$ cat src/ghsd_pkg.sv
// Shared types and constants for the heat grid block.
// Used by ghsd_ctrl, ghsd_dp and grid_heat_splat_decay; no dependencies.
`default_nettype none
package ghsd_pkg;

    typedef enum logic [1:0] {
        OP_PAINT = 2'd0,
        OP_DECAY = 2'd1,
        OP_CLEAR = 2'd2,
        OP_QUERY = 2'd3
    } op_t;

    typedef enum logic [2:0] {
        ST_INIT,
        ST_IDLE,
        ST_DIV,
        ST_WALK,
        ST_SWEEP,
        ST_QUERY,
        ST_DRAIN,
        ST_DONE
    } state_t;

    localparam logic [2:0] CFG_HARDNESS = 3'd0;
    localparam logic [2:0] CFG_RATE     = 3'd1;
    localparam logic [2:0] CFG_FLOOR    = 3'd2;
    localparam logic [2:0] CFG_CEILING  = 3'd3;
    localparam logic [2:0] CFG_COLS     = 3'd4;
    localparam logic [2:0] CFG_ROWS     = 3'd5;

    localparam int W_W      = 16;   // weight width
    localparam int TOT_W    = 26;
    localparam int TILE_W   = 10;
    localparam int IDX_W    = 16;   // internal store index
    localparam int DIM_W    = 9;    // saturated grid dimension
    localparam int CRD_W    = 12;   // signed paint coordinates
    localparam int OFS_W    = 7;    // signed window offset
    localparam int RAD_W    = 5;
    localparam int DIST_W   = 6;
    localparam int BASE_W   = 17;   // (value * time) >> 15
    localparam int RECIP_N  = 64;
    localparam int RECIP_W  = 24;
    localparam int RECIP_SH = 23;
    localparam int PROD_W   = BASE_W + RECIP_W;
    localparam int DIV_STEPS = 10;
    localparam logic [TOT_W-1:0] TOTAL_MAX = '1;

    typedef struct packed {
        logic load;
        logic div_step;
        logic walk_step;
        logic sweep_step;
        logic sweep_zero;
        logic query_rd;
        logic out_load;
    } cmd_t;

    typedef struct packed {
        logic rate_zero;
        logic walk_last;
        logic sweep_last;
        logic pipe_empty;
    } sts_t;

endpackage
`default_nettype wire

$ cat src/ghsd_ctrl.sv
// Sequencer for the heat grid: walks each operation through its phases.
// Depends on ghsd_pkg; drives ghsd_dp through cmd_t, reads sts_t.
`default_nettype none
module ghsd_ctrl (
    input  wire logic          clk,
    input  wire logic          rst_n,
    input  wire logic          in_valid,
    output logic               in_ready,
    input  wire logic [1:0]    op,
    output logic               out_valid,
    input  wire logic          out_ready,
    output ghsd_pkg::cmd_t     cmd,
    input  wire ghsd_pkg::sts_t sts
);

    ghsd_pkg::state_t state_reg, state_next;
    logic [3:0] cnt_reg, cnt_next;
    logic       out_valid_reg, out_valid_next;
    logic       out_free;

    assign out_free  = !out_valid_reg || out_ready;
    assign out_valid = out_valid_reg;

    always_ff @(posedge clk or negedge rst_n)
    begin
        if (!rst_n)
        begin
            state_reg     <= ghsd_pkg::ST_INIT;
            cnt_reg       <= '0;
            out_valid_reg <= 1'b0;
        end
        else
        begin
            state_reg     <= state_next;
            cnt_reg       <= cnt_next;
            out_valid_reg <= out_valid_next;
        end
    end

    always_comb
    begin
        state_next = state_reg;
        cnt_next   = cnt_reg;
        case (state_reg)
            ghsd_pkg::ST_INIT:
            begin
                if (sts.sweep_last)
                    state_next = ghsd_pkg::ST_IDLE;
            end
            ghsd_pkg::ST_IDLE:
            begin
                if (in_valid)
                begin
                    cnt_next = '0;
                    case (ghsd_pkg::op_t'(op))
                        ghsd_pkg::OP_PAINT: state_next = ghsd_pkg::ST_DIV;
                        ghsd_pkg::OP_DECAY:
                            state_next = sts.rate_zero ? ghsd_pkg::ST_DONE
                                                       : ghsd_pkg::ST_SWEEP;
                        ghsd_pkg::OP_CLEAR: state_next = ghsd_pkg::ST_SWEEP;
                        default:            state_next = ghsd_pkg::ST_QUERY;
                    endcase
                end
            end
            ghsd_pkg::ST_DIV:
            begin
                cnt_next = cnt_reg + 4'd1;
                if (cnt_reg == 4'(ghsd_pkg::DIV_STEPS - 1))
                    state_next = ghsd_pkg::ST_WALK;
            end
            ghsd_pkg::ST_WALK:
            begin
                if (sts.walk_last)
                    state_next = ghsd_pkg::ST_DRAIN;
            end
            ghsd_pkg::ST_SWEEP:
            begin
                if (sts.sweep_last)
                    state_next = ghsd_pkg::ST_DRAIN;
            end
            ghsd_pkg::ST_QUERY: state_next = ghsd_pkg::ST_DONE;
            ghsd_pkg::ST_DRAIN:
            begin
                if (sts.pipe_empty)
                    state_next = ghsd_pkg::ST_DONE;
            end
            ghsd_pkg::ST_DONE:
            begin
                if (out_free)
                    state_next = ghsd_pkg::ST_IDLE;
            end
            default: state_next = ghsd_pkg::ST_IDLE;
        endcase
    end

    always_comb
    begin
        cmd            = '0;
        in_ready       = 1'b0;
        out_valid_next = out_valid_reg && !out_ready;
        case (state_reg)
            ghsd_pkg::ST_INIT:
            begin
                cmd.sweep_step = 1'b1;
                cmd.sweep_zero = 1'b1;
            end
            ghsd_pkg::ST_IDLE:
            begin
                in_ready = 1'b1;
                cmd.load = in_valid;
            end
            ghsd_pkg::ST_DIV:   cmd.div_step   = 1'b1;
            ghsd_pkg::ST_WALK:  cmd.walk_step  = 1'b1;
            ghsd_pkg::ST_SWEEP: cmd.sweep_step = 1'b1;
            ghsd_pkg::ST_QUERY: cmd.query_rd   = 1'b1;
            ghsd_pkg::ST_DONE:
            begin
                if (out_free)
                begin
                    cmd.out_load   = 1'b1;
                    out_valid_next = 1'b1;
                end
            end
            default: cmd = '0;
        endcase
    end

endmodule
`default_nettype wire

$ cat config.mk
export PLATFORM = sky130hd
export DESIGN_NAME = ghsd_ctrl
export DESIGN_NICKNAME = d
export VERILOG_FILES = /design/src/ghsd_pkg.sv /design/src/ghsd_ctrl.sv
export SDC_FILE = /design/constraint.sdc
export NUM_CORES = 1
export LEC_CHECK = 0
export BUFFER_PORTS_ARGS = -buffer_cell sky130_fd_sc_hd__buf_2
export CAP_MARGIN = 20
export CORE_AREA = 2 2 39 41
export DETAILED_ROUTE_END_ITERATION = 6
export DIE_AREA = 0 0 41 43
export GPL_TIMING_DRIVEN = 0
export PLACE_DENSITY = 0.65
export SLEW_MARGIN = 20
export SYNTH_ARGS = -nofsm -noshare
export SYNTH_HDL_FRONTEND = slang
export SYNTH_SLANG_ARGS = --single-unit
$ cat constraint.sdc
create_clock -name clk -period 1.15 [get_ports clk]
set_clock_uncertainty 0.05 [all_clocks]
set_input_delay 0 -clock clk [delete_from_list [all_inputs] [get_ports clk]]
set_output_delay 0 -clock clk [all_outputs]
set_load 0.03 [all_outputs]
**Word level (Yosys, flattened, before mapping)**

Cells that the tools add are included.

- Memories: 0
- RAM bits: 0
- Latch bits: 0
- Register bits: 8
- Bits of input ports: 10
- Bits in read-only memories: 0

- Bitwise operators: 0
- Equality and inequality tests: 17
- Multiplexer cells: 23
- $add $sub $neg: 1
- Order comparisons: 0
- Multipliers: 0
- Shifts and indexed selects: 0
- Reduce and logical (&&, ||, !) cells: 10
- Divide/modulo/power cells: 0

Operators with widths:

| cell | count |
|---|---|
| 3-bit case mux with 8 select lines | 1 |
| 3-bit 2-to-1 mux | 7 |
| 2-bit inequality test, second input constant | 7 |
| 3-bit equality test, second input constant | 4 |
| 1-bit 2-to-1 mux | 11 |
| 3-bit case mux with 3 select lines | 1 |
| 4-bit case mux with 2 select lines | 1 |
| 7-bit AND reduction | 1 |
| 3-bit by 2-bit equality test with 1-bit output, second input constant | 2 |
| 4-bit by 1-bit adder with 4-bit output, second input constant | 1 |
| 4-bit equality test, second input constant | 1 |
| 4-bit 2-to-1 mux | 1 |
| 3-bit by 1-bit equality test with 1-bit output, second input constant | 1 |
| 3-bit logical NOT | 1 |
| 2-bit by 1-bit equality test with 1-bit output, second input constant | 1 |
| 2-bit equality test, second input constant | 1 |
| 1-bit logical NOT | 2 |
| 2-bit logical NOT | 1 |
| 2-bit 2-to-1 mux | 1 |
| 2-bit AND reduction | 1 |
| 2-bit nonzero test | 1 |
| 2-bit OR reduction | 1 |
| 1-bit logical AND | 1 |
| 1-bit logical OR | 1 |

**Longest topological paths before layout**

- Word-level depth: 4
- Gate-level depth with buffers: 5
- Gate-level depth less buffers: 5

**Least setup slack after synthesis**

No wires, ideal clock.

- Kind: flip-flop to flip-flop
- Start point: register state_reg[2]
- End point: register state_reg[0]
- Setup slack: -575 ps
- Required time: 937 ps
- Clock period less this slack: 1725 ps
- Stages on the path, launching flop included: 4
- Path buffers: 1
- Arrival: 1512 ps
- Path through: dfrtp_1 > buf_2 > nor3_1 > a211oi_2

- Longest elaborated chain between the ends: 3
- Elaborated cells on any way between the ends: 17
- Those cells by class: eq/ne (14); mux (1); reduce/logical (2)

RTL lines:

| item | line | text |
|---|---|---|
| start: declaration | ghsd_ctrl.sv:16 | `ghsd_pkg::state_t state_reg, state_next;` |
| start signal: assignment | ghsd_ctrl.sv:28 | `state_reg <= ghsd_pkg::ST_INIT;` |
| start signal: assignment | ghsd_ctrl.sv:34 | `state_reg <= state_next;` |
| 3-bit by 2-bit equality test with 1-bit output (tied with other cells) | ghsd_ctrl.sv:44 | `case (state_reg)` |
| 2-bit inequality test (no source line) | -- |  |
| 7-bit AND reduction (no source line) | -- |  |

Several ways; a longest one is shown, not always the timed one.
A chain may end at the register's enable or synchronous reset.

**Final worst setup path**

- Start point: register state_reg[0]
- End point: register cnt_reg[0]

- Longest elaborated chain between the ends: 3
- Elaborated cells on any way between the ends: 6
- Those cells by class: eq/ne (3); mux (1); reduce/logical (2)

RTL lines:

| item | line | text |
|---|---|---|
| 3-bit by 1-bit equality test with 1-bit output or 3-bit by 2-bit equality test with 1-bit output (tied branches) | ghsd_ctrl.sv:44 |  |
| 2-bit inequality test (no source line) or 2-bit nonzero test (tied branches) | -- |  |
| 2-bit AND reduction (no source line) | -- |  |
| end signal: assignment | ghsd_ctrl.sv:35 | `cnt_reg <= cnt_next;` |
| end: declaration | ghsd_ctrl.sv:17 | `logic [3:0] cnt_reg, cnt_next;` |

Several ways; a longest one is shown, not always the timed one.

==> out/qor.yml <==
worst_skew_pair.late_latency_ns: 0.25
final-max-slew-violation-count: 0
timing.final.crit_period_ns: 1.34
dr.pass1.iters: 4
final_nets: 103
floorplan.die_area_um2: 1760
drive_above_1_share_pct: 66.3
worstPathRequired_ns: 1.24
placement_rows: 14
detailedPlacementHpwl_um: 819
gr-usage-all-layers_pct: 18.7
crit_path_cell_trace: "buf_6 > nor3b_4 > nor2_1 > mux2_4"
worst_path_buffer_plus_inverter_count: 1
rsz_0062_raised_after_global_routing: "yes"
postPlaceCellArea_um2: 651
ys_types: 28
routed_wire_length_per_instance_um: 15.1
yosysWarnings: 0
vias: 532
regToRegSetupSlack_ns: -0.19
netSwitchingFraction_pct: 44.6
worst_path_dominant_cell_family: "simple AND/OR/NAND/NOR gates"
clock-root-buffer: "clkbuf_4"
area_of_the_multi_input_gates_um2: 378
syn-instance-count: 53
ys_seq_area_share_pct: 38.9
crit_path_max_incr_delay_ns: 0.38
power.ir.vdd_worst_v: 0.00110
antenna_cells: 0
total_routed_length_um: 1590
cp_slowest_cell: "dfrtp_1"
area_delta_synth_final_pct: 80.5
number_of_fill_cells: 107
ios: 19
gp_congestion: 0.721
p_leak_nw: 0.431
port-buffer-count: 18
core_area_um2: 1380
final.setup.tns_ns: -1.66
floorplan.initialDensity_pct: 37.2
pwr-share-comb_pct: 72.9
p_sw_mw: 1.22
crit_start: "state_reg[0]"
syn_nets: 65
clockBufferDepth: 2
run_status: "finished with violations"
number_of_flip_flops_in_the_largest_register: 4
synth_area_per_cell_um2: 9.70
failed_checks: "setup timing"
setup.worst_path.start_class: "flip-flop"
cts_num_sinks: 8
drt-vias-per-instance: 5.07
finalCritPeriodShare_pct: 116
timing.critical_path.fanout_max: 6
hp-class: "in -> reg"
grt_pass1_wl_um: 2120
grt_start_max_net_pins: 11
power_frac_clock_pct: 7.5
drt_first_iter_violations: 5
die_height_um: 43
power.internal_mw: 1.52
syn-cell-area_um2: 514
arrival_ns: 1.43
detail-route-antenna-nets: 0
path_class: "reg -> reg"
clock_tree_from_tritoncts: "built"
critPathCaptureType: "flip-flop"
power.sequential.fraction_pct: 19.6
cts.reportedPaths.clkPinSlew_ns: 0.06
htree_levels: 1
worstMarginPinSlew_ns: 0.295
final_common_cell: "buf_4"
setup-violations-final: 15
finalHoldViolations: 0
initial_antenna_violation_count: 0
die_w_um: 41
grt-ovfl-total: 0
ff_latch_area_um2: 201
final_cell_area_um2: 928
postLayoutSetupSlackWorst_ns: -0.189
cts-buffers-inserted: 3
first_global_vias: 470
power_density_nw_per_um2: 2960
max-cap-violations: 0
critical_path.reg2reg.startpoint: "state_reg[0]"
remaining_drc_errors: 0
worst_slew_margin_rel_pct: 80.3
mostFrequentLayoutCells: "buf_4 (15), buf_2 (10), buf_6 (9)"
clock.fmax_mhz: 747
min_from: "out_ready"
synth.ff_latch_count: 8
[worst paths after layout]
| path | cells past startpoint | end |
|---|---|---|
| setup / recovery | 4 | cnt_reg[0] |
| hold / removal | 3 | out_valid |
| setup reg to reg | 4 | cnt_reg[0] |
| hold reg to reg | 1 | cnt_reg[3] |
| max in group asynchronous | 2 | state_reg[2] |
| min in group asynchronous | 2 | cnt_reg[0] |
[area by class of cell]
class / instances / share of cell area, %
tap: 16 / 2.16
multi-input combinational: 38 / 40.7
sequential: 8 / 21.7
buffer: 3 / 3.64
inverter: 4 / 2.43
clock buffer: 3 / 2.43
timing repair buffer: 33 / 27.0
[what timing repair did]
| action | in CTS | in global routing |
|---|---|---|
| pin swaps | 7 | 5 |
| hold buffers | 2 | 0 |
| endpoints found under the setup margin | 13 | 15 |
| cloned | 1 | 0 |
| resized for setup | 27 | 14 |
| buffers inserted | 10 | 4 |
| endpoints found under the hold margin | 9 | 0 |
[worst register-to-register path, delay by kind of cell, from the launching register on]
family                 cells  cell delay (ns)
buffers and inverters      1             0.14
and+or+nand+nor            2             0.39
muxes                      1             0.27
DFF                        1             0.38
[layer usage]
layer,GRT usage [%],vias up,wire [um]
met5,0,-,0
met4,10.0,0,20
met3,4.71,2,39
met2,28.4,10,846
met1,22.9,257,683
li1,-,263,-
[synthesized netlist by cell type (all sizes together)]
library cell  n  area (um^2)
buf           3         21.3
inv           4         15.0
nor2b         1         6.26
o22ai         1         6.26
dfrtp         8          200
a21oi         1         5.00
nand2         2         7.51
o21ai         3         15.0
nor3          4         20.0
nand3b        1         7.51
a22o          2         17.5
mux2i         1         10.0
ha            2         25.0
nand4b        1         8.76
a31oi         1         6.26
nand4         1         6.26
a211oi        1         12.5
nand2b        3         18.8
nor2          5         18.8
a31o          1         8.76
nor3b         1         18.8
and4bb        2         25.0
mux2          1         11.3
xnor2         1         8.76
nand3         1         5.00
a2bb2oi       1         8.76
[logic make-up after synthesis]
logic type / share of synthesized area (%)
buffers and inverters: 7.06
AOI/OAI and AO/OA: 15.6
muxes: 4.14
adders and majority gates: 4.87
xor gates and xnor gates: 1.70
DFF: 38.9
and+or+nand+nor: 27.7
[metrics by stage]
stage	hold WS (ns)	cells	worst slack, ns	power, mW	utilization (%)
2_1_floorplan	-0.346	53	-0.318	1.43	-
3_3_place_gp	-0.201	87	-0.161	1.67	47.0
3_5_place_dp	-0.200	87	-0.202	1.68	47.0
4_1_cts	0.0137	103	-0.179	2.39	61.3
5_1_grt	0.0308	105	-0.237	2.90	67.1
6_report	0.0290	105	-0.189	2.75	67.1
[power groups by stage]
stage / registers, mW / clock network [mW] / logic (mW)
floorplan: 0.536 / 0 / 0.892
CTS: 0.529 / 0.215 / 1.65
global route: 0.551 / 0.232 / 2.12
detailed placement: 0.523 / 0 / 1.16
global placement: 0.517 / 0 / 1.15
finish: 0.538 / 0.207 / 2.00
(Power assumes the default switching activity.)
